[config.mk]
export PLATFORM = sky130hd
export DESIGN_NAME = sbt_cell
export DESIGN_NICKNAME = d
export VERILOG_FILES = /design/src/rtl/core/sbt_pkg.sv /design/src/rtl/core/sbt_cell.sv
export SDC_FILE = /design/constraint.sdc
export NUM_CORES = 1
export LEC_CHECK = 0
export BUFFER_PORTS_ARGS = -buffer_cell sky130_fd_sc_hd__buf_4
export CAP_MARGIN = 10
export CORE_MARGIN = 5
export CORE_UTILIZATION = 45
export CTS_CLUSTER_DIAMETER = 150
export CTS_CLUSTER_SIZE = 16
export DETAILED_ROUTE_END_ITERATION = 12
export GPL_TIMING_DRIVEN = 0
export PLACE_DENSITY = 0.95
export SYNTH_ARGS = -nofsm -noshare
export SYNTH_HDL_FRONTEND = slang
export SYNTH_SLANG_ARGS = --single-unit
export TNS_END_PERCENT = 5
[constraint.sdc]
create_clock -name clk -period 8 [get_ports clk]
set_input_delay 2 -clock clk [delete_from_list [all_inputs] [get_ports clk]]
set_output_delay 2 -clock clk [all_outputs]
set_load 0.01 [all_outputs]
[src/rtl/core/sbt_pkg.sv]
// ---------------------------------------------------------------------------
// sbt_pkg: shared types and codes of the sorted boundary table
// Action and status codes, and the per-cell broadcast command.
// ---------------------------------------------------------------------------
package sbt_pkg;

  localparam int unsigned ACT_W  = 4;
  localparam int unsigned LAB_W  = 6;
  localparam int unsigned STAT_W = 4;
  localparam int unsigned CNT_W  = 7;

  // Configuration register indexes.
  localparam logic CFG_LEFT_END  = 1'b0;
  localparam logic CFG_RIGHT_END = 1'b1;

  typedef enum logic [ACT_W-1:0] {
    ACT_INSERT    = 4'd0,
    ACT_DELETE    = 4'd1,
    ACT_MOVE      = 4'd2,
    ACT_NEAR_BLW  = 4'd3,
    ACT_POS_LAB   = 4'd4,
    ACT_NEXT_ABV  = 4'd5,
    ACT_PRED_PT   = 4'd6,
    ACT_SUCC_PT   = 4'd7,
    ACT_PRED_LAB  = 4'd8,
    ACT_SUCC_LAB  = 4'd9,
    ACT_READ_SLOT = 4'd10,
    ACT_RESTART   = 4'd11
  } action_t;

  typedef enum logic [STAT_W-1:0] {
    ST_OK          = 4'd0,
    ST_FULL        = 4'd1,
    ST_LEFT_RANGE  = 4'd2,
    ST_RIGHT_RANGE = 4'd3,
    ST_NOT_FOUND   = 4'd4,
    ST_TOO_FEW     = 4'd5,
    ST_DUP_LABEL   = 4'd6,
    ST_BAD_ARG     = 4'd7,
    ST_MAP_INVALID = 4'd8,
    ST_BAD_CONFIG  = 4'd9
  } status_t;

  // What every cell does at the end of an item.
  typedef enum logic [2:0] {
    CMD_HOLD,
    CMD_INSERT,
    CMD_DELETE,
    CMD_MOVE,
    CMD_RESTART,
    CMD_RELABEL
  } cell_cmd_t;

  typedef enum logic [1:0] {
    S_IDLE,
    S_EVAL,
    S_DONE
  } ctl_state_t;

endpackage

[src/rtl/core/sbt_cell.sv]
// ---------------------------------------------------------------------------
// sbt_cell: one slot of the sorted boundary table
// Holds one position and label, renumbers its label on a relabel command and
// takes a new value from itself, the new value, zero, or its left or right neighbor.
// ---------------------------------------------------------------------------
module sbt_cell #(
  parameter int unsigned PW = 32
) (
  input  logic                      clk,
  input  logic                      upd,
  input  sbt_pkg::cell_cmd_t        cmd,
  input  logic                      sel_left,   // insert / move: take left neighbor
  input  logic                      sel_right,  // delete / move: take right neighbor
  input  logic                      sel_new,    // load the new value
  input  logic                      clr,        // load zero
  input  logic signed [PW-1:0]      new_pos,
  input  logic [sbt_pkg::LAB_W-1:0] new_lab,
  input  logic [sbt_pkg::LAB_W-1:0] relabel_ref,
  input  logic signed [PW-1:0]      left_pos,
  input  logic [sbt_pkg::LAB_W-1:0] left_lab,
  input  logic signed [PW-1:0]      right_pos,
  input  logic [sbt_pkg::LAB_W-1:0] right_lab,
  output logic signed [PW-1:0]      pos,
  output logic [sbt_pkg::LAB_W-1:0] lab
);

  logic signed [PW-1:0]      pos_r, pos_nxt;
  logic [sbt_pkg::LAB_W-1:0] lab_r, lab_nxt;

  always_comb begin
    pos_nxt = pos_r;
    lab_nxt = lab_r;
    if (cmd == sbt_pkg::CMD_RELABEL) begin
      if (lab_r > relabel_ref) lab_nxt = lab_r - sbt_pkg::LAB_W'(1);
    end else if (clr) begin
      pos_nxt = '0;
      lab_nxt = '0;
    end else if (sel_new) begin
      pos_nxt = new_pos;
      lab_nxt = new_lab;
    end else if (sel_left) begin
      pos_nxt = left_pos;
      lab_nxt = left_lab;
    end else if (sel_right) begin
      pos_nxt = right_pos;
      lab_nxt = right_lab;
    end
  end

  always_ff @(posedge clk) begin
    if (upd) begin
      pos_r <= pos_nxt;
      lab_r <= lab_nxt;
    end
  end

  assign pos = pos_r;
  assign lab = lab_r;

endmodule

-- Word level (Yosys, flattened, before mapping)
Cells that the tools add are included.
- add/subtract/negate cells: 1
- $lt $le $gt $ge: 1
- equality and inequality tests: 2
- muxes and demuxes: 9
- bitwise gates (word level): 1
- reductions and logical operators: 4
- operators with widths (kind ; count):
    32-bit two-way mux ; 3
    6-bit two-way mux ; 6
    6-bit greater-than comparator ; 1
    3-bit AND reduction ; 2
    6-bit by 1-bit subtractor with 6-bit output (second input constant) ; 1
    5-bit nonzero test ; 1
    4-bit nonzero test ; 1
    3-bit == test (second input constant) ; 1
    2-bit by 1-bit inequality test with 1-bit output (second input constant) ; 1
    1-bit inverter ; 1
- register bits: 38
- input port bits: 129
- word-level logic and storage cells: 20

-- Logic depth before layout (Yosys ltp)
Gate-level depths: netlist (run 1).
- word-level depth: 5
- depth in mapped cells: 7
- mapped depth without buffers: 6

-- Least setup slack after synthesis (run 1)
No wires, ideal clock.
- kind: input to register
- start point: input port sel_left
- end point: register lab_r, in the netlist lab[0] (enable)
- arrival time: 3.582 ns
- data required time: 7.643 ns
- slack: 4.061 ns
- stages: 6
- path buffers: 2
- path through: buf_2 buf_6 o41ai_4 nor2_2 a41oi_1 o21ai_1
- longest elaborated chain between the ends: 2
- RTL lines (element ; line ; source):
    from (decl) ; sbt_cell.sv:12 ; input logic sel_left,
    5-bit nonzero test (no line) ; - ;
    3-bit AND reduction (no line) ; - ;
    to (signal assigned) ; sbt_cell.sv:53 ; lab_r <= lab_nxt;
    to (decl) ; sbt_cell.sv:28 ; logic [sbt_pkg::LAB_W-1:0] lab_r, lab_nxt;
No other way between the ends.
A chain may end at the register's enable or synchronous reset.

-- Final worst setup path (run 1)
- start point: input port clr
- end point: register lab_r, in the netlist lab[2] (enable)
- longest elaborated chain between the ends: 2
- RTL lines (element ; line ; source):
    from (decl) ; sbt_cell.sv:15 ; input logic clr,
    5-bit nonzero test (no line) ; - ;
    3-bit AND reduction (no line) ; - ;
No other way between the ends.

==> reports/qor.yml, run 1 <==
outcome:
  status: "finished clean"
clock_tree:
  htree_num_levels: 2
  clk_path_buf_depth: 2
  path_clk_slew_ps: 70
  cts_root_buffer: "clkbuf_8"
  post-cts-setup-buffer-count: 0
  cts_tree: "done"
  hold_buffers: 0
  insertion_delay_ps: 280
  cts_buffers: 5
  ctsResizeCount: 0
  cts.sinks: 38
critical_path:
  worst_setup_path_end_kind: "flip-flop"
  criticalPathCategory: "input pin to flip-flop"
  cp.required_ps: 7930
  crit_fanout: 33
  startpoint_type: "input pin"
  cp_data_arrival_time_ps: 3580
detailed_routing:
  firstDrtPassIters: 4
  drcViolationCount: 0
  wl_per_cell_um: 15.2
  ant_nets: 0
  dr.first_iter.drc_count: 96
  post_drt_via_cell_ratio: 5.04
  vias: 2448
  finalWirelength_um: 7380
logic_synthesis:
  synthMuxAreaShare: 0.159
  syn_area_um2: 2390
  synth_edf_count: 38
  synthesis.nets: 382
  synthFlopType: "edfxtp_1"
  ys_types: 27
  async_flop_share: 0
  ys_ff_latch: 38
  yosys_warnings: 0
  syn_avg_cell_area_um2: 9.70
  synthCells: 246
  synth_adder_area_share: 0.0367
  synth_compound_area_frac: 0.117
  synth_top_family_by_area: "multiplexers"
  synth_xor_xnor_area_share: 0.0147
  ys_seq_area_frac: 0.478
  synthSimpleGateAreaFrac: 0.146
finish:
  fin_cells: 486
  area_delta_synth_final_pct: 59.5
  layout_common_cells: "buf_4, nor2_1, a21oi_1"
  nets: 552
  drive_gt1_frac: 0.435
  layout_commonest_cell: "buf_4"
  fin_util: 0.740
  antenna_cells: 0
sta:
  timing.hold.ws_ps: 672
  hold_viol_final: 0
  max_freq_ghz: 0.274
  period_needed_ps: 3650
  tns_ps: 0
  skew_ps: 0.529
  slew_headroom: 0.395
  grt_setup_unrepaired: "false"
  setup_viol: 0
  finalMaxSlewViolations: 0
  tightest_slew_ps: 905
  period_share: 0.456
grt:
  grt_max_degree: 34
  grt_use_total: 0.213
  grt_pass1_wl_um: 12000
  overflow: 0
  grt_pass1_vias: 2575
  antenna_found_initial: 0
place:
  dp_hpwl_um: 6080
  placed_cells: 479
  io_buffers: 163
  gp_congestion: 0.806
power:
  cellLeakagePower_nw: 1.81
  peakVddDrop_v: 0.0000904
  power.density_nw_per_um2: 150
floorplanning:
  fp-row-count: 26
  dieArea_um2: 6860
  die_w_um: 82.8
  core_um2: 5140
  fp.dieH_um: 82.8
  initial_core_util: 0.464
  io_pins: 167
job:
  drv_cap: 0
hold_path:
  hold_path_class: "flip-flop to flip-flop"
## worst paths after layout
kind            end  cells after the start   start  slack (ps)
max          lab[2]                      5     clr        4350
min          lab[0]                      1  lab[0]         670
max reg2reg  lab[2]                      5  lab[4]        5980
min reg2reg  lab[0]                      1  lab[0]         670
## routing by layer
| metal | GRT usage | up-vias | wire (um) |
|---|---|---|---|
| met4 | 0.0535 | 0 | 116 |
| met2 | 0.396 | 125 | 3940 |
| met3 | 0.0703 | 12 | 669 |
| met5 | 0 | - | 0 |
| li1 | - | 1211 | - |
| met1 | 0.230 | 1100 | 2660 |
## layout make-up
type / instances / area [um2]
timing repair buffer: 163 / 1220
inverter: 7 / 26.3
tap: 70 / 87.6
buffer: 18 / 88.8
multi-input combinational: 183 / 1130
fill: 381 / 1340
sequential: 38 / 1140
clock buffer: 5 / 68.8
clock inverter: 2 / 33.8
## cells by family (layout without fill, tap and decap cells)
family                     after synthesis  count (layout)
xor gates and xnor gates                 4               4
muxes                                   38              38
AOI/OAI and AO/OA                       49              49
buffers and inverters                   25             195
and+or+nand+nor                         85              85
DFF                                     38              38
adders and majority gates                7               7
## flip-flops by register name, indices dropped and copies added, names as in the netlist
name / flops
lab: 6
pos: 32
## per-stage QoR
stage	area [um2]	worst slack, ps	total power [mW]
finish	3800	4350	0.569
global route	3800	4170	0.597
CTS	3800	4280	0.572
detailed placement	3700	3990	0.418
global placement	3700	3580	0.412
floorplan	2390	4060	0.325
## synth_stat cells (2+ instances only)
master / count / area share
xnor2_1: 2 / 0.0073
xor2_1: 2 / 0.0073
edfxtp_1: 38 / 0.48
nand2_1: 2 / 0.0031
a21oi_1: 39 / 0.082
ha_1: 7 / 0.037
nor2_1: 72 / 0.11
nand4_1: 2 / 0.0052
o22ai_1: 6 / 0.016
buf_2: 8 / 0.017
clkbuf_1: 8 / 0.013
inv_1: 7 / 0.011
and3_1: 2 / 0.0052
mux2i_1: 38 / 0.16
## power by group
| part | switching (mW) | total (mW) | internal, mW |
|---|---|---|---|
| logic | 0.0707 | 0.161 | 0.0906 |
| registers | 0.00817 | 0.251 | 0.243 |
| clock network | 0.0666 | 0.157 | 0.0902 |
## critical path, cell delays in order
cell and delay, ps:
clkbuf_1 300, o41ai_4 130, nor2_4 700, a41oi_1 90, o21ai_1 360
Note: power is estimated with default switching activity, not from simulation.
==> run 2, diff against run 1 <==
Settings changed: CORE_UTILIZATION 45 to 42, PLACE_DENSITY 0.95 to 0.9.
Clock period 8 ns to 3.7 ns, I/O delays scaled along.
==> reports/qor.yml, run 2 (synthesized netlist as in run 1, its figures left out) <==
floorplanning:
  die_w_um: 85.4
  initial_core_util: 0.433
  fp-row-count: 27
  core_um2: 5510
  fp.dieH_um: 85.4
  dieArea_um2: 7290
  io_pins: 167
outcome:
  status: "finished clean"
detailed_routing:
  finalWirelength_um: 7360
  ant_nets: 0
  drcViolationCount: 0
  firstDrtPassIters: 4
  vias: 2427
  post_drt_via_cell_ratio: 4.98
  wl_per_cell_um: 15.1
  dr.first_iter.drc_count: 71
sta:
  skew_ps: 1.28
  tns_ps: 0
  max_freq_ghz: 0.388
  finalMaxSlewViolations: 0
  timing.final.ws_setup_ps: 1120
  tightest_slew_ps: 882
  setup_viol: 0
  period_share: 0.697
  grt_setup_unrepaired: "false"
  hold_viol_final: 0
  slew_headroom: 0.411
  period_needed_ps: 2580
clock_tree:
  insertion_delay_ps: 280
  post-cts-setup-buffer-count: 0
  cts_buffers: 5
  cts_root_buffer: "clkbuf_8"
  cts_tree: "done"
  path_clk_slew_ps: 70
  htree_num_levels: 2
  cts.sinks: 38
  clk_path_buf_depth: 2
  hold_buffers: 0
  ctsResizeCount: 0
finish:
  largest_reg_flops: 32
  drive_gt1_frac: 0.434
  layout_common_cells: "buf_4, nor2_1, a21oi_1"
  nets: 552
  fin_cells: 487
  layout_commonest_cell: "buf_4"
  area_delta_synth_final_pct: 58.3
  nFillCells: 438
  antenna_cells: 0
  design_area_um2: 3780
grt:
  grt_max_degree: 34
  antenna_found_initial: 0
  grt_pass1_vias: 2556
  grt_pass1_wl_um: 11500
  overflow: 0
  grt_use_total: 0.197
critical_path:
  crit_fanout: 33
  worstReg2RegEnd: "lab[5]"
  reg2regPathDepth: 5
  rrSetupSlack_ps: 1640
  critical_path.startpoint: "clr"
  worst_setup_path_end_kind: "flip-flop"
  startpoint_type: "input pin"
  criticalPathCategory: "input pin to flip-flop"
  cp_data_arrival_time_ps: 2500
  r2r_start: "lab[3]"
  endpoint: "lab[5]"
  cp.required_ps: 3620
place:
  gp_congestion: 0.788
  dp_hpwl_um: 6020
  placed_cells: 481
  io_buffers: 163
  placed_area_um2: 3700
  dp_slack_ps: 721
power:
  power.density_nw_per_um2: 303
  peakVddDrop_v: 0.000159
  cellLeakagePower_nw: 1.80
  total_power_mw: 1.15
job:
  drv_cap: 0
hold_path:
  hold_path_class: "flip-flop to flip-flop"
-- run 2: changes by cell type in the layout (fill, tap and decap cells not counted), sizes merged --
cell	delta
bufinv	-1
-- run 2: worst min path at each step --
stage | end | slack [ps] | from | cells after the start
6_report | lab[0] | 680 | lab[0] | 1
5_1_grt | lab[0] | 710 | lab[0] | 1
4_1_cts | lab[0] | 680 | lab[0] | 1
3_5_place_dp | lab[0] | 670 | lab[0] | 1
3_3_place_gp | lab[0] | 650 | lab[0] | 1
2_1_floorplan | lab[0] | 680 | lab[0] | 1
-- run 2: per-layer routing --
metal,vias up,global-route usage,wire length [um]
met3,12,0.0757,683
met2,118,0.357,3840
li1,1207,-,-
met1,1090,0.212,2730
met4,0,0.0590,105
met5,-,0,0
-- run 2: report_power, final --
part | switching [mW] | internal [mW] | total [mW]
combinational | 0.154 | 0.196 | 0.349
sequential | 0.0165 | 0.525 | 0.542
clock | 0.131 | 0.123 | 0.254
-- run 2: stage by stage --
| step | hold slack, ps | util |
|---|---|---|
| after floorplan | 682 | - |
| after global routing | 709 | 0.686 |
| after global placement | 654 | 0.672 |
| final | 684 | 0.686 |
| after detailed placement | 672 | 0.673 |
| after CTS | 680 | 0.686 |
-- run 2: cell type report --
cell class / instances / area, um2 / share of cell area
flip-flops and latches: 38 / 1140 / 0.302
plain buffers: 18 / 88.8 / 0.0235
clock inverters: 1 / 3.75 / 0.000994
inverters: 7 / 26.3 / 0.00696
repair buffers: 163 / 1220 / 0.324
well taps: 72 / 90.1 / 0.0238
multi-input cells: 183 / 1130 / 0.300
clock buffers: 5 / 68.8 / 0.0182
-- run 2: critical path: stages --
cell	delay (ps)
clkbuf_1	290
o41ai_4	140
nor2_4	680
a41oi_1	90
o21ai_1	380
==> run 3, diff against run 2 <==
Settings changed: CORE_UTILIZATION 42 to 38, PLACE_DENSITY 0.9 to 0.86.
Clock period 3.7 ns to 2.1 ns, I/O delays scaled along.
==> reports/qor.yml, run 3 (synthesized netlist as in run 1, its figures left out) <==
outcome:
  status: "finished clean"
sta:
  slew_headroom: 0.447
  skew_ps: 0.471
  max_freq_ghz: 0.521
  grt_setup_unrepaired: "false"
  period_needed_ps: 1920
  tns_ps: 0
  setup_viol: 0
  finalMaxSlewViolations: 0
  timing.hold.ws_ps: 541
  period_share: 0.914
  hold_viol_final: 0
  tightest_slew_ps: 828
  timing.final.ws_setup_ps: 180
clock_tree:
  htree_num_levels: 2
  cts_tree: "done"
  cts_buffers: 5
  ctsResizeCount: 0
  clk_path_buf_depth: 2
  insertion_delay_ps: 290
  hold_buffers: 0
  post-cts-setup-buffer-count: 0
  cts_root_buffer: "clkbuf_8"
  path_clk_slew_ps: 80
  cts.sinks: 38
critical_path:
  cp.required_ps: 2050
  criticalPathCategory: "flip-flop to flip-flop"
  reg2regPathDepth: 5
  r2r_start: "lab[3]"
  crit_fanout: 6
  startpoint_type: "flip-flop"
  critical_path.startpoint: "lab[3]"
  crit_top_cell: "nand4_1"
  slowest_stage: "edfxtp_1"
  crit_chain: "ha_1, and3_1, nand4_1, nand4_1, o21ai_2"
  path_delay_family: "flip-flops"
  critPathMaxStageDelay_ps: 480
  worstReg2RegEnd: "lab[5]"
  cp_data_arrival_time_ps: 1870
  rrSetupSlack_ps: 180
  worst_setup_path_end_kind: "flip-flop"
  critPathBufInv: 0
hold_path:
  worstHoldPathCells: 3
  hold_path_class: "input pin to flip-flop"
  hp-start: "new_pos[18]"
  hold_path_end: "pos[18]"
finish:
  regArea_um2: 1140
  antenna_cells: 0
  area_delta_synth_final_pct: 59.4
  nets: 553
  fin_util: 0.631
  layout_commonest_cell: "buf_4"
  largest_reg_flops: 32
  layout_common_cells: "buf_4, nor2_1, a21oi_1"
  drive_gt1_frac: 0.440
  multi_input_comb_area_um2: 1140
  nFillCells: 528
power:
  power.density_nw_per_um2: 543
  peakVddDrop_v: 0.000258
  cellLeakagePower_nw: 1.81
floorplanning:
  initial_core_util: 0.396
  dieArea_um2: 7960
  io_pins: 167
  fp-row-count: 28
  fp.dieH_um: 89.2
  die_w_um: 89.2
  core_um2: 6030
grt:
  overflow: 0
  grt_pass1_vias: 2601
  grt_max_degree: 34
  grt_pass1_wl_um: 11500
  grt_use_total: 0.188
  antenna_found_initial: 0
detailed_routing:
  dr.first_iter.drc_count: 73
  wl_per_cell_um: 15.5
  finalWirelength_um: 7640
  vias: 2434
  firstDrtPassIters: 4
  drcViolationCount: 0
  post_drt_via_cell_ratio: 4.94
  ant_nets: 0
place:
  dp_hpwl_um: 6200
  dp_slack_ps: -327
  gp_congestion: 0.769
  io_buffers: 163
job:
  drv_cap: 0
-- run 3: cell count changes in the layout (fill, tap and decap cells not counted), sizes merged --
cell      change
clkinv        +1
clkinvlp      +1
nor2          +1
-- run 3: power by group --
part / switching, mW / internal [mW]
clock: 0.264 / 0.227
sequential: 0.0295 / 0.925
combinational: 0.274 / 0.346
total: 0.567 / 1.50
-- run 3: stage by stage --
step | cells | total power [mW] | cell area [um2]
6_report | 493 | 2.07 | 3800
3_3_place_gp | 484 | 1.58 | 3710
4_1_cts | 492 | 2.08 | 3800
3_5_place_dp | 484 | 1.60 | 3710
2_1_floorplan | 246 | 1.24 | 2390
5_1_grt | 493 | 2.18 | 3800
-- run 3: cell type report --
type                    count  area share
repair buffers            163       0.322
multi-input cells         184       0.301
flip-flops and latches     38       0.300
well taps                  75      0.0247
plain buffers              18      0.0234
clock buffers               5      0.0181
inverters                   7     0.00691
clock inverters             3     0.00428
-- run 3: what timing repair did --
item | CTS | global route
endpoints found under the hold margin | 0 | 0
pin swaps | 1 | 1
cloned | 0 | 1
setup endpoints to repair | 6 | 6
-- run 3: worst max path at each step --
| stage | end | slack, ps | cells after the start |
|---|---|---|---|
| final | lab[5] | 180 | 5 |
| after global routing | lab[5] | 90 | 5 |
| after CTS | lab[3] | 10 | 5 |
| after detailed placement | lab[3] | -330 | 5 |
| after global placement | lab[1] | -270 | 5 |
| after floorplan | lab[0] | 70 | 6 |
-- run 3: layer usage --
metal	track usage	vias up	share of wire
met5	0	-	0
met4	0.0582	0	0.014
met3	0.0599	11	0.098
met2	0.341	112	0.53
met1	0.207	1101	0.36
li1	-	1210	-
-- run 3: worst min-delay path: stages --
cell and delay, ps:
buf_4 80, a21oi_1 50, nor2_1 70
